$ cat config.mk
export PLATFORM = sky130hd
export DESIGN_NAME = sequential_list_engine
export DESIGN_NICKNAME = d
export VERILOG_FILES = /design/src/rtl/core/sle_pkg.sv /design/src/rtl/core/sle_store.sv /design/src/rtl/core/sle_seq.sv /design/src/rtl/core/sequential_list_engine.sv
export SDC_FILE = /design/constraint.sdc
export NUM_CORES = 2
export LEC_CHECK = 0
export BUFFER_PORTS_ARGS = -buffer_cell sky130_fd_sc_hd__clkbuf_2
export CORE_MARGIN = 2
export CORE_UTILIZATION = 50
export DETAILED_ROUTE_END_ITERATION = 8
export PLACE_DENSITY = 0.66
export SYNTH_ARGS = -nofsm -noshare
export SYNTH_HDL_FRONTEND = slang
export SYNTH_HIERARCHICAL = 1
export SYNTH_SLANG_ARGS = --single-unit
$ cat constraint.sdc
create_clock -name i_clk -period 9.39 [get_ports i_clk]
set_input_delay 1.4085 -clock i_clk [delete_from_list [all_inputs] [get_ports i_clk]]
set_output_delay 1.4085 -clock i_clk [all_outputs]
set_load 0.05 [all_outputs]
$ cat src/rtl/core/sle_pkg.sv
// Package for the sequential list engine: sizes, request and status codes,
// and the result type shared by the sequencer and the top level. No dependencies.
package sle_pkg;
    localparam int Depth    = 64;
    localparam int AddrW    = $clog2(Depth);
    localparam int CountW   = $clog2(Depth + 1);
    localparam int DataW    = 32;

    localparam logic [3:0] REQ_PUSH_BACK  = 4'd0;
    localparam logic [3:0] REQ_PUSH_FRONT = 4'd1;
    localparam logic [3:0] REQ_POP_BACK   = 4'd2;
    localparam logic [3:0] REQ_POP_HEAD   = 4'd3;
    localparam logic [3:0] REQ_CLEAR      = 4'd4;
    localparam logic [3:0] REQ_SORT       = 4'd5;
    localparam logic [3:0] REQ_REVERSE    = 4'd6;
    localparam logic [3:0] REQ_SET_AT     = 4'd7;
    localparam logic [3:0] REQ_SET_BY_VAL = 4'd8;
    localparam logic [3:0] REQ_READ_AT    = 4'd9;
    localparam logic [3:0] REQ_FIND       = 4'd10;
    localparam logic [3:0] REQ_LENGTH     = 4'd11;

    localparam logic [2:0] ST_OK       = 3'd0;
    localparam logic [2:0] ST_FULL     = 3'd1;
    localparam logic [2:0] ST_EMPTY    = 3'd2;
    localparam logic [2:0] ST_BADPOS   = 3'd3;
    localparam logic [2:0] ST_NOTFOUND = 3'd4;

    typedef struct packed {
        logic [2:0]        status;
        logic [DataW-1:0]  read_value;
        logic [6:0]        length;
    } t_result;

    // Memory port bundle from the sequencer to the element store.
    typedef struct packed {
        logic              re;
        logic [AddrW-1:0]  raddr;
        logic              we;
        logic [AddrW-1:0]  waddr;
        logic [DataW-1:0]  wdata;
    } t_mem_req;
endpackage

$ cat src/rtl/core/sle_store.sv
// Element store of the list engine: one synchronous RAM, one write and one
// read port, read data registered. Uses sle_pkg.
module sle_store (
    input  logic                           i_clk,
    input  sle_pkg::t_mem_req              i_req,
    output logic [sle_pkg::DataW-1:0]      o_rdata
);
    import sle_pkg::*;

    logic [DataW-1:0] r_mem [Depth];

    always_ff @(posedge i_clk) begin
        if (i_req.we) begin
            r_mem[i_req.waddr] <= i_req.wdata;
        end
        if (i_req.re) begin
            o_rdata <= r_mem[i_req.raddr];
        end
    end
endmodule

$ cat src/rtl/core/sle_seq.sv
// Request sequencer of the list engine: walks the element store for shifts,
// searches, reverse and bubble sort, and keeps the count. Uses sle_pkg.
module sle_seq (
    input  logic                          i_clk,
    input  logic                          i_rst_n,
    input  logic                          i_start,
    input  logic [3:0]                    i_req_type,
    input  logic [5:0]                    i_position,
    input  logic [sle_pkg::DataW-1:0]     i_value,
    input  logic [sle_pkg::DataW-1:0]     i_replacement,
    input  logic [sle_pkg::DataW-1:0]     i_rdata,
    output sle_pkg::t_mem_req             o_mem,
    output logic                          o_busy,
    output logic                          o_done,
    output sle_pkg::t_result              o_result
);
    import sle_pkg::*;

    localparam logic [2:0] S_IDLE  = 3'd0;
    localparam logic [2:0] S_RD_A  = 3'd1;  // first operand back, second read issued
    localparam logic [2:0] S_RD_B  = 3'd2;  // second operand back, first write of a swap
    localparam logic [2:0] S_WR    = 3'd3;  // single-operand walks and read_at
    localparam logic [2:0] S_DONE  = 3'd4;
    localparam logic [2:0] S_WR2   = 3'd5;  // second write: the held value of the pair
    localparam logic [2:0] S_PASS  = 3'd6;  // start of the next sort pass
    localparam logic [2:0] S_HEAD  = 3'd7;  // place the new head of a push front

    logic [2:0]        r_state, n_state;
    logic [CountW-1:0] r_count, n_count;
    logic [3:0]        r_req;
    logic [DataW-1:0]  r_val, r_rep;
    logic [CountW-1:0] r_i, n_i;     // walk index
    logic [CountW-1:0] r_j, n_j;     // upper index / sort pass limit
    logic [DataW-1:0]  r_a, n_a;     // held first operand
    logic              r_swapped, n_swapped;
    t_result           r_res, n_res;

    always_comb begin
        n_state   = r_state;
        n_count   = r_count;
        n_i       = r_i;
        n_j       = r_j;
        n_a       = r_a;
        n_swapped = r_swapped;
        n_res     = r_res;
        o_mem     = '0;
        case (r_state)
            S_IDLE: begin
                if (i_start) begin
                    n_res = '{status: ST_OK, read_value: '0, length: 7'(r_count)};
                    n_state = S_DONE;
                    n_i = '0;
                    case (i_req_type)
                        REQ_PUSH_BACK: begin
                            if (r_count == CountW'(Depth)) n_res.status = ST_FULL;
                            else begin
                                o_mem.we = 1'b1;
                                o_mem.waddr = r_count[AddrW-1:0];
                                o_mem.wdata = i_value;
                                n_count = r_count + 1'b1;
                            end
                        end
                        REQ_PUSH_FRONT: begin
                            if (r_count == CountW'(Depth)) n_res.status = ST_FULL;
                            else if (r_count == '0) begin
                                o_mem.we = 1'b1;
                                o_mem.waddr = '0;
                                o_mem.wdata = i_value;
                                n_count = r_count + 1'b1;
                            end else begin
                                // Walk downward: read i-1, write i.
                                n_i = r_count;
                                o_mem.re = 1'b1;
                                o_mem.raddr = AddrW'(r_count - 1'b1);
                                n_state = S_WR;
                            end
                        end
                        REQ_POP_BACK: begin
                            if (r_count == '0) n_res.status = ST_EMPTY;
                            else n_count = r_count - 1'b1;
                        end
                        REQ_POP_HEAD: begin
                            if (r_count == '0) n_res.status = ST_EMPTY;
                            else if (r_count == CountW'(1)) n_count = '0;
                            else begin
                                o_mem.re = 1'b1;
                                o_mem.raddr = AddrW'(1);
                                n_state = S_WR;
                            end
                        end
                        REQ_CLEAR: begin
                            if (r_count == '0) n_res.status = ST_EMPTY;
                            else n_count = '0;
                        end
                        REQ_SORT: begin
                            if (r_count > CountW'(1)) begin
                                n_j = r_count - 1'b1;   // compares in this pass
                                n_swapped = 1'b0;
                                o_mem.re = 1'b1;
                                o_mem.raddr = '0;
                                n_state = S_RD_A;
                            end
                        end
                        REQ_REVERSE: begin
                            if (r_count > CountW'(1)) begin
                                n_j = r_count - 1'b1;
                                o_mem.re = 1'b1;
                                o_mem.raddr = '0;
                                n_state = S_RD_A;
                            end
                        end
                        REQ_SET_AT: begin
                            if (r_count == '0) n_res.status = ST_EMPTY;
                            else if (CountW'(i_position) >= r_count)
                                n_res.status = ST_BADPOS;
                            else begin
                                o_mem.we = 1'b1;
                                o_mem.waddr = AddrW'(i_position);
                                o_mem.wdata = i_value;
                            end
                        end
                        REQ_SET_BY_VAL, REQ_FIND: begin
                            if (r_count == '0) n_res.status = ST_NOTFOUND;
                            else begin
                                o_mem.re = 1'b1;
                                o_mem.raddr = '0;
                                n_state = S_WR;
                            end
                        end
                        REQ_READ_AT: begin
                            if (CountW'(i_position) >= r_count)
                                n_res.status = ST_BADPOS;
                            else begin
                                o_mem.re = 1'b1;
                                o_mem.raddr = AddrW'(i_position);
                                n_state = S_WR;
                            end
                        end
                        default: ;
                    endcase
                end
            end
            S_RD_A: begin
                // First operand (index i) is on the read port; fetch j-side.
                n_a = i_rdata;
                o_mem.re = 1'b1;
                if (r_req == REQ_SORT) o_mem.raddr = AddrW'(r_i + 1'b1);
                else o_mem.raddr = AddrW'(r_j);
                n_state = S_RD_B;
            end
            S_RD_B: begin
                if (r_req == REQ_SORT) begin
                    if ($signed(r_a) > $signed(i_rdata)) begin
                        o_mem.we = 1'b1;
                        o_mem.waddr = AddrW'(r_i);
                        o_mem.wdata = i_rdata;
                        n_swapped = 1'b1;
                        n_state = S_WR2;
                    end else begin
                        n_a = i_rdata;  // carry larger value forward
                        n_state = S_WR2;
                    end
                end else begin
                    // Reverse: write i with j's value, then j with held value.
                    o_mem.we = 1'b1;
                    o_mem.waddr = AddrW'(r_i);
                    o_mem.wdata = i_rdata;
                    n_state = S_WR2;
                end
            end
            S_WR2: begin
                if (r_req == REQ_SORT) begin
                    // r_a holds the larger of the pair; it belongs at i+1.
                    o_mem.we = 1'b1;
                    o_mem.waddr = AddrW'(r_i + 1'b1);
                    o_mem.wdata = r_a;
                    if (r_i + 1'b1 >= r_j) begin
                        if (r_j == CountW'(1) || !r_swapped) n_state = S_DONE;
                        else begin
                            // Next pass restarts at entry zero after this write lands.
                            n_j = r_j - 1'b1;
                            n_i = '0;
                            n_swapped = 1'b0;
                            n_state = S_PASS;
                        end
                    end else begin
                        n_i = r_i + 1'b1;
                        n_state = S_RD_B;
                        o_mem.re = 1'b1;
                        o_mem.raddr = AddrW'(r_i + 2'd2);
                    end
                end else begin
                    o_mem.we = 1'b1;
                    o_mem.waddr = AddrW'(r_j);
                    o_mem.wdata = r_a;
                    if (r_i + 2'd2 >= r_j) n_state = S_DONE;
                    else begin
                        n_i = r_i + 1'b1;
                        n_j = r_j - 1'b1;
                        o_mem.re = 1'b1;
                        o_mem.raddr = AddrW'(r_i + 1'b1);
                        n_state = S_RD_A;
                    end
                end
            end
            S_PASS: begin
                o_mem.re = 1'b1;
                o_mem.raddr = '0;
                n_state = S_RD_A;
            end
            S_WR: begin
                // Single-operand walks: shifts, searches and read_at.
                case (r_req)
                    REQ_PUSH_FRONT: begin
                        o_mem.we = 1'b1;
                        o_mem.waddr = AddrW'(r_i);
                        o_mem.wdata = i_rdata;
                        if (r_i == CountW'(1)) n_state = S_HEAD;
                        else begin
                            n_i = r_i - 1'b1;
                            o_mem.re = 1'b1;
                            o_mem.raddr = AddrW'(r_i - 2'd2);
                        end
                    end
                    REQ_POP_HEAD: begin
                        o_mem.we = 1'b1;
                        o_mem.waddr = AddrW'(r_i);
                        o_mem.wdata = i_rdata;
                        if (r_i + 2'd2 >= r_count) begin
                            n_count = r_count - 1'b1;
                            n_res.length = 7'(r_count - 1'b1);
                            n_state = S_DONE;
                        end else begin
                            n_i = r_i + 1'b1;
                            o_mem.re = 1'b1;
                            o_mem.raddr = AddrW'(r_i + 2'd2);
                        end
                    end
                    REQ_READ_AT: begin
                        n_res.read_value = i_rdata;
                        n_state = S_DONE;
                    end
                    default: begin   // set_by_value and find
                        if (i_rdata == r_val) begin
                            if (r_req == REQ_FIND) n_res.read_value = i_rdata;
                            else begin
                                o_mem.we = 1'b1;
                                o_mem.waddr = AddrW'(r_i);
                                o_mem.wdata = r_rep;
                            end
                            n_state = S_DONE;
                        end else if (r_i + 1'b1 >= r_count) begin
                            n_res.status = ST_NOTFOUND;
                            n_state = S_DONE;
                        end else begin
                            n_i = r_i + 1'b1;
                            o_mem.re = 1'b1;
                            o_mem.raddr = AddrW'(r_i + 1'b1);
                        end
                    end
                endcase
            end
            S_HEAD: begin
                o_mem.we = 1'b1;
                o_mem.waddr = '0;
                o_mem.wdata = r_val;
                n_count = r_count + 1'b1;
                n_res.length = 7'(r_count + 1'b1);
                n_state = S_DONE;
            end
            S_DONE: n_state = S_IDLE;
            default: n_state = S_IDLE;
        endcase
        if (r_state == S_IDLE && i_start) n_res.length = 7'(n_count);
    end

    always_ff @(posedge i_clk) begin
        if (!i_rst_n) begin
            r_state <= S_IDLE;
            r_count <= '0;
        end else begin
            r_state <= n_state;
            r_count <= n_count;
        end
        r_i       <= n_i;
        r_j       <= n_j;
        r_a       <= n_a;
        r_swapped <= n_swapped;
        r_res     <= n_res;
        if (r_state == S_IDLE && i_start) begin
            r_req <= i_req_type;
            r_val <= i_value;
            r_rep <= i_replacement;
        end
    end

    assign o_busy   = (r_state != S_IDLE);
    assign o_done   = (r_state == S_DONE);
    assign o_result = r_res;

    a_count_range: assert property (@(posedge i_clk) disable iff (!i_rst_n)
        r_count <= CountW'(Depth)) else $error("count above depth");
    a_no_write_idle: assert property (@(posedge i_clk) disable iff (!i_rst_n)
        (r_state == S_DONE) |-> !o_mem.we) else $error("write after completion");
    a_done_one: assert property (@(posedge i_clk) disable iff (!i_rst_n)
        o_done |=> !o_done) else $error("double completion");
    a_len_match: assert property (@(posedge i_clk) disable iff (!i_rst_n)
        o_done |-> (o_result.length == 7'(r_count))) else $error("length mismatch");
endmodule

$ cat src/rtl/core/sequential_list_engine.sv
// Top level of the sequential list engine: request sequencer, element store
// and a one-entry result register. Uses sle_pkg, sle_seq and sle_store.
//
// Usage: a request transfer on the input channel (i_valid high, o_stall low)
// carries the request type, a position, a value and a replacement. Every
// request produces exactly one result transfer with a status, a read value
// and the element count after the request.
// Simple requests (push back, pops from the back, clear, set at, length)
// complete without a walk; read at waits for one read of the store. Shifts,
// find and modify by value walk the store one entry per cycle. Reverse swaps
// pairs from both ends inward. Sort is a bubble sort with early exit, one
// compare of adjacent entries at a time. The single read and single write
// port of the element store set the pace of these walks.
// One request is worked at a time; the next one is taken once the sequencer
// is idle and the output register is empty or being drained in that cycle.
// Reset clears the count and the control state; the store needs no clearing
// since entries at or above the count are never read.
// While the output is stalled, the result holds and new requests are held off
// once the output register is full.
module sequential_list_engine (
    input  logic                        i_clk,
    input  logic                        i_rst_n,
    input  logic                        i_valid,
    output logic                        o_stall,
    input  logic [3:0]                  i_req_type,
    input  logic [5:0]                  i_position,
    input  logic signed [31:0]          i_value,
    input  logic signed [31:0]          i_replacement,
    output logic                        o_valid,
    input  logic                        i_stall,
    output logic [2:0]                  o_status,
    output logic signed [31:0]          o_read_value,
    output logic [6:0]                  o_length
);
    import sle_pkg::*;

    t_mem_req         mem_req;
    logic [DataW-1:0] rdata;
    logic             busy, done;
    t_result          res;
    logic             start;
    logic             r_out_valid;
    t_result          r_out;

    // A new request may start when the sequencer is idle and the output
    // register is free or being drained in this cycle.
    assign o_stall = busy || (r_out_valid && i_stall);
    assign start   = i_valid && !o_stall;

    sle_seq u_seq (
        .i_clk         (i_clk),
        .i_rst_n       (i_rst_n),
        .i_start       (start),
        .i_req_type    (i_req_type),
        .i_position    (i_position),
        .i_value       (i_value),
        .i_replacement (i_replacement),
        .i_rdata       (rdata),
        .o_mem         (mem_req),
        .o_busy        (busy),
        .o_done        (done),
        .o_result      (res)
    );

    sle_store u_store (
        .i_clk   (i_clk),
        .i_req   (mem_req),
        .o_rdata (rdata)
    );

    // Output register: loaded on completion, which only happens after a
    // start that found the register free or draining.
    always_ff @(posedge i_clk) begin
        if (!i_rst_n) begin
            r_out_valid <= 1'b0;
        end else if (done) begin
            r_out_valid <= 1'b1;
        end else if (!i_stall) begin
            r_out_valid <= 1'b0;
        end
        if (done) begin
            r_out <= res;
        end
    end

    assign o_valid      = r_out_valid;
    assign o_status     = r_out.status;
    assign o_read_value = r_out.read_value;
    assign o_length     = r_out.length;

    a_no_overrun: assert property (@(posedge i_clk) disable iff (!i_rst_n)
        done |-> (!r_out_valid || !i_stall)) else $error("result overrun");
    a_busy_blocks: assert property (@(posedge i_clk) disable iff (!i_rst_n)
        busy |-> o_stall) else $error("accepted while busy");
    a_start_busy: assert property (@(posedge i_clk) disable iff (!i_rst_n)
        start |=> busy) else $error("start without work");
endmodule

# Word-level counts from Yosys, hierarchy flattened
# Memory sizes are Yosys's and may differ from the RTL's. A register that Yosys moved wholly into a read port is not among the register bits.
# Index checks and enable logic that the tools add are counted.
# W data, S select, Z words.
dict set report totals {
  regBits 210
  latch_bits 0
  ramBits 2048
  rom_bits 0
  word_cells 235
  mem_count 1
}
# name depth width rd rd_clocked_by_memory_dff wr line_no
set memory_table {}
lappend memory_table {u_store.r_mem 64 32 1 1 1 sle_store.sv:10} ;# logic [DataW-1:0] r_mem [Depth];
dict set report op_classes {
  n_addsub 7
  n_mul 0
  div_mod_pow 0
  order_cmp 7
  n_eq_ne 59
  shifts 0
  muxes 114
  bitwise 0
  reduce_logical 31
}
# cell n
set op_table {}
lappend op_table {{$mux W39} 8}
lappend op_table {{$mux W7} 44}
lappend op_table {{$pmux W39 S5} 1}
lappend op_table {{$mux W46} 3}
lappend op_table {{$pmux W46 S3} 1}
lappend op_table {{$mux W32} 4}
lappend op_table {{$pmux W32 S2} 2}
lappend op_table {{$pmux W39 S3} 1}
lappend op_table {{$pmux W7 S5} 3}
lappend op_table {{$pmux W7 S3} 4}
lappend op_table {{$pmux W35 S2} 1}
lappend op_table {{$mux W3} 18}
lappend op_table {{$mux W42} 1}
lappend op_table {{$eq A32 B32 Y1} 1}
lappend op_table {{$gt A32 B32 Y1} 1}
lappend op_table {{$pmux W3 S5} 2}
lappend op_table {{$ge A7 B7 Y1} 4}
lappend op_table {{$pmux W3 S8} 1}
lappend op_table {{$eq A7 B1 Y1 const B} 3}
lappend op_table {{$ne A3 B2 Y1 const B} 7}
lappend op_table {{$sub A7 B1 Y7 const B} 3}
lappend op_table {{$eq A4 B3 Y1 const B} 5}
lappend op_table {{$eq A4 B4 Y1 const B} 5}
lappend op_table {{$reduce_and A9 Y1} 2}
lappend op_table {{38 further kinds} 93}

# Depth between registers and ports, before layout
dict set report depth {
  ltp_word 8
  depth_mapped 22
  depth_no_buf 17
}

# Hierarchy
# The synthesis kept the hierarchy.
# module n_inst cells_per_inst area_per_inst_um2
set modules_own_cells {}
lappend modules_own_cells {sle_store 1 3511 79359.9}
lappend modules_own_cells {sle_seq 1 1227 11908.9}
lappend modules_own_cells {sequential_list_engine 1 48 1310.0}

# Worst setup path before layout
# Ideal clock, no wire load.
dict set report synth_timing {
  path_kind {input to register}
  startpoint {input port i_stall}
  endpoint {memory u_store.r_mem[28][0] (enable)}
  setup_time_ps 421
  arrival_time_ps 7229
  t_required_ps 8969
  path_slack_ps 1739
  stages 14
  path_buffers 3
  path_cell_list {a21o_1 nor2_2 or4b_4 buf_6 clkinv_1 a41oi_1 nand2_1 o21ai_0 a21oi_1 clkbuf_1 or3b_2 or2_2 clkbuf_1 nor2_1}
}
# element line_no
set synth_rtl {}
lappend synth_rtl {{start, declared} sequential_list_engine.sv:30} ;# input logic i_stall,
lappend synth_rtl {{end, declared} sle_store.sv:10}

==> run summary <==
Worst Path Required = 10.00 ns
first-pass GRT wire length = 364000 µm
startpoint types = flip-flop
hold_buf cts = 0
drt pass-1 iters = 6
Leak = 32.4 nW
Seq cells post-synth = 2290
I/O Buffers = 121
Post-synth EDFFs = 2279
CTS Sinks = 2290
Max VDD drop = 0.000198 V
Cell variety after synth = 94
Post-Synthesis Cell Area = 0.0926 mm²
Die W = 434 µm
maximum capacitance violations = 0
Starting DRT DRC Count = 8109
Tcrit/Tclk final = 0.846
flop2flop setup slack = 1.45 ns
ys async rst share = 0
Power Density = 286 mW/mm²
crit-path max cell delay = 1.02 ns
critical path class = flip-flop to flip-flop
CTS tree = built
crit path max fanout = 37
final RePlAce weighted congestion = 0.914
CP endpoint kind = flip-flop
total number of vias = 50.3k
Num CTS Buffers = 221
initial antenna violation count = 18
initial core utilization = 0.505
RSZ-0062 raised after global routing = no
num ports = 122
PostCTS Resize Cnt = 0
pre-CTS WS = 1.71 ns
CP arrival = 8.56 ns
Post-DP HPWL = 156000 µm
clk slew on worst S/H paths = 0.06 ns
measured slew at the worst slew-check pin = 1.37 ns
Hold Vio Cnt, Final = 0
GRT Total Usage = 0.274
fmax = 0.126 GHz
Setup TNS = 0 ns
crit path cell chain = ha_1, nand3_1, xnor2_1, ha_1, and2_1, a221o_1, a41oi_2, nand3_1, a21oi_1, nor2_1, o211ai_1, buf_12, buf_4, buf_4, mux4_2, nor2b_1, a211oi_1, o21ai_0, and3_1
CTS Root Cell = clkbuf_16
Synth warnings = 6
hold crit path type = flip-flop to flip-flop
Slew headroom = 0.0733
Die Span Y = 434 µm
vias in the first global route = 47.8k
GRT Residual Overflow = 0
post-CTS setup repair buffer count = 0
worst skew pair latency = 0.88 ns
critical path's top delay family = compound AO/OA/AOI/OAI gates
Via density = 6.58
fin crit period = 7.94 ns
core footprint = 0.183 mm²
H-tree levels = 4
Antenna Nets Post-Route = 0
slowest CP cell = a211oi_1
Avg Cell Area, Syn = 19.3 µm²
pin count of the biggest net entering global routing = 105
result of the run = complete, no violations
drt wl/cell = 33.8 µm
Gate Count Post-Synth = 4786
layout cells sized above 1 = 0.225
Final Slew Violations = 0
Final #Nets = 5149
top_reg_cell synth = edfxtp_1
Final setup viols = 0
met3 global-route usage = 0.0559
full die area = 0.189 mm²
GRT met2 Usage = 0.419
WP buf/inv = 3
Most Used Layer, Global Route = met2
CTS max path bufs = 3
Mapped Nets = 4945
Seq/Total Area, Yosys = 0.742
met1 global-route usage = 0.398
Std-Cell Rows = 157
area delta synth->final = 12.3%
WL final = 258000 µm
DR DRC count = 0
worst clock skew = 0.0438 ns
Setup WS post-layout = 1.45 ns
[per-layer routing]
metal  share of wire  up-vias
met5         0.00012        -
met4           0.036        6
met3            0.11      463
met2            0.46     3131
met1            0.39    26368
li1                -    20323
[final cells by class]
class	instances	area, µm²
multi-input combinational	2143	23100
timing repair buffer	263	1780
sequential	2290	68700
fill	13641	79500
clock buffer	272	5760
inverter	71	268
clock inverter	132	1270
antenna	4	10.0
tap	2464	3080
[synthesized netlist by cell type, types with 29 or more instances]
master | number | share of area
nand3_1 | 77 | 0.0042
nand2_1 | 132 | 0.0054
o21ai_0 | 111 | 0.0060
a21oi_1 | 87 | 0.0047
clkbuf_1 | 132 | 0.0054
o2111a_1 | 33 | 0.0040
xor2_1 | 38 | 0.0036
ha_1 | 81 | 0.011
xnor2_1 | 31 | 0.0029
a22oi_1 | 160 | 0.013
inv_1 | 69 | 0.0028
edfxtp_1 | 2279 | 0.74
o31ai_1 | 37 | 0.0030
buf_4 | 29 | 0.0024
mux4_2 | 446 | 0.11
a211oi_1 | 64 | 0.0052
nor2_1 | 188 | 0.0076
buf_2 | 64 | 0.0035
a31oi_1 | 33 | 0.0022
mux2i_1 | 200 | 0.022
buf_6 | 35 | 0.0043
o22ai_1 | 52 | 0.0035
[through the flow]
stage          std cells   util  area [µm²]  total power, W  hold slack (ns)
4_1_cts             7635  0.566      104000          0.0297            0.388
3_5_place_dp        7231  0.528       96900          0.0212            0.405
5_1_grt             7635  0.566      104000          0.0306            0.397
3_3_place_gp        7231  0.528       96900          0.0211            0.401
2_1_floorplan       4786      -       92600          0.0178            0.400
6_report            7639  0.567      104000          0.0297            0.394
[kinds of logic (layout without fill, tap and decap cells)]
logic type / Yosys count / after routing / synth area share
buffers and inverters: 353 / 738 / 0.0203
AOI/OAI and AO/OA: 762 / 762 / 0.0592
other: 0 / 4 / 0
DFF: 2290 / 2290 / 0.742
adders and majority gates: 81 / 81 / 0.0109
and+or+nand+nor: 583 / 583 / 0.0311
xor gates and xnor gates: 69 / 69 / 0.00653
muxes: 648 / 648 / 0.130
[power breakdown]
group | switching [W] | internal (W) | leakage [nW] | total [W]
clock | 0.00382 | 0.00484 | 3.40 | 0.00865
sequential | 0.000364 | 0.0126 | 21.1 | 0.0130
combinational | 0.00563 | 0.00243 | 7.84 | 0.00806
[worst reg2reg max path: stages, from the launching register on]
cell,delay [ns]
edfxtp_1,0.59
ha_1,0.30
nand3_1,0.11
xnor2_1,0.45
ha_1,0.32
and2_1,0.16
a221o_1,0.33
a41oi_2,0.48
nand3_1,0.34
a21oi_1,0.47
nor2_1,0.17
o211ai_1,0.32
buf_12,0.29
buf_4,0.44
buf_4,0.59
mux4_2,0.41
nor2b_1,0.15
a211oi_1,1.02
o21ai_0,0.44
and3_1,0.29
[state kept, by name (all words and copies together) (netlist names)]
signal           cells
u_seq/r_count        7
u_seq/r_a           32
o_read_value        32
o_length             7
u_seq/r_i            7
u_store/o_rdata     32
o_status             3
u_seq/r_rep         32
u_seq/r_swapped      1
o_valid              1
u_seq/r_val         32
u_seq/r_req          4
u_seq/r_state        3
u_store/r_mem     2048
u_seq/r_j            7
u_seq/o_result      42
[worst paths after layout]
kind / from / end / cells past startpoint
setup / recovery: u_seq/r_i[2] / u_store/o_rdata[14] / 19
hold / removal: u_seq/o_result[25] / o_read_value[18] / 0
setup reg to reg: u_seq/r_i[2] / u_store/o_rdata[14] / 19
hold reg to reg: u_seq/o_result[25] / o_read_value[18] / 0
[placed cells by master, fill, tap and decap left out, types with 14 or more instances in the layout]
master | synthesis | layout
o211ai_1 | 19 | 19
ha_1 | 81 | 81
o22ai_1 | 52 | 52
mux4_2 | 446 | 446
clkbuf_1 | 132 | 49
bufinv_16 | 0 | 17
mux2i_1 | 200 | 200
clkinv_1 | 2 | 63
inv_1 | 69 | 69
o31ai_4 | 0 | 32
nand2b_1 | 20 | 19
nand2_1 | 132 | 131
nor3_1 | 22 | 22
o22a_1 | 14 | 14
a31oi_1 | 33 | 33
a22oi_1 | 160 | 160
xnor2_1 | 31 | 31
nor2_1 | 188 | 117
and3_1 | 16 | 16
nor2_4 | 1 | 68
clkbuf_2 | 1 | 121
xor2_1 | 38 | 38
nor2b_1 | 22 | 17
o21ai_0 | 111 | 110
nand3_1 | 77 | 76
o2111a_1 | 33 | 33
a21oi_1 | 87 | 86
edfxtp_1 | 2279 | 2279
clkbuf_16 | 0 | 223
buf_4 | 29 | 133
clkinv_2 | 0 | 29
a211oi_1 | 64 | 64
a22o_1 | 15 | 15
o221ai_1 | 22 | 22
Note: power is estimated with default switching activity, not from simulation.
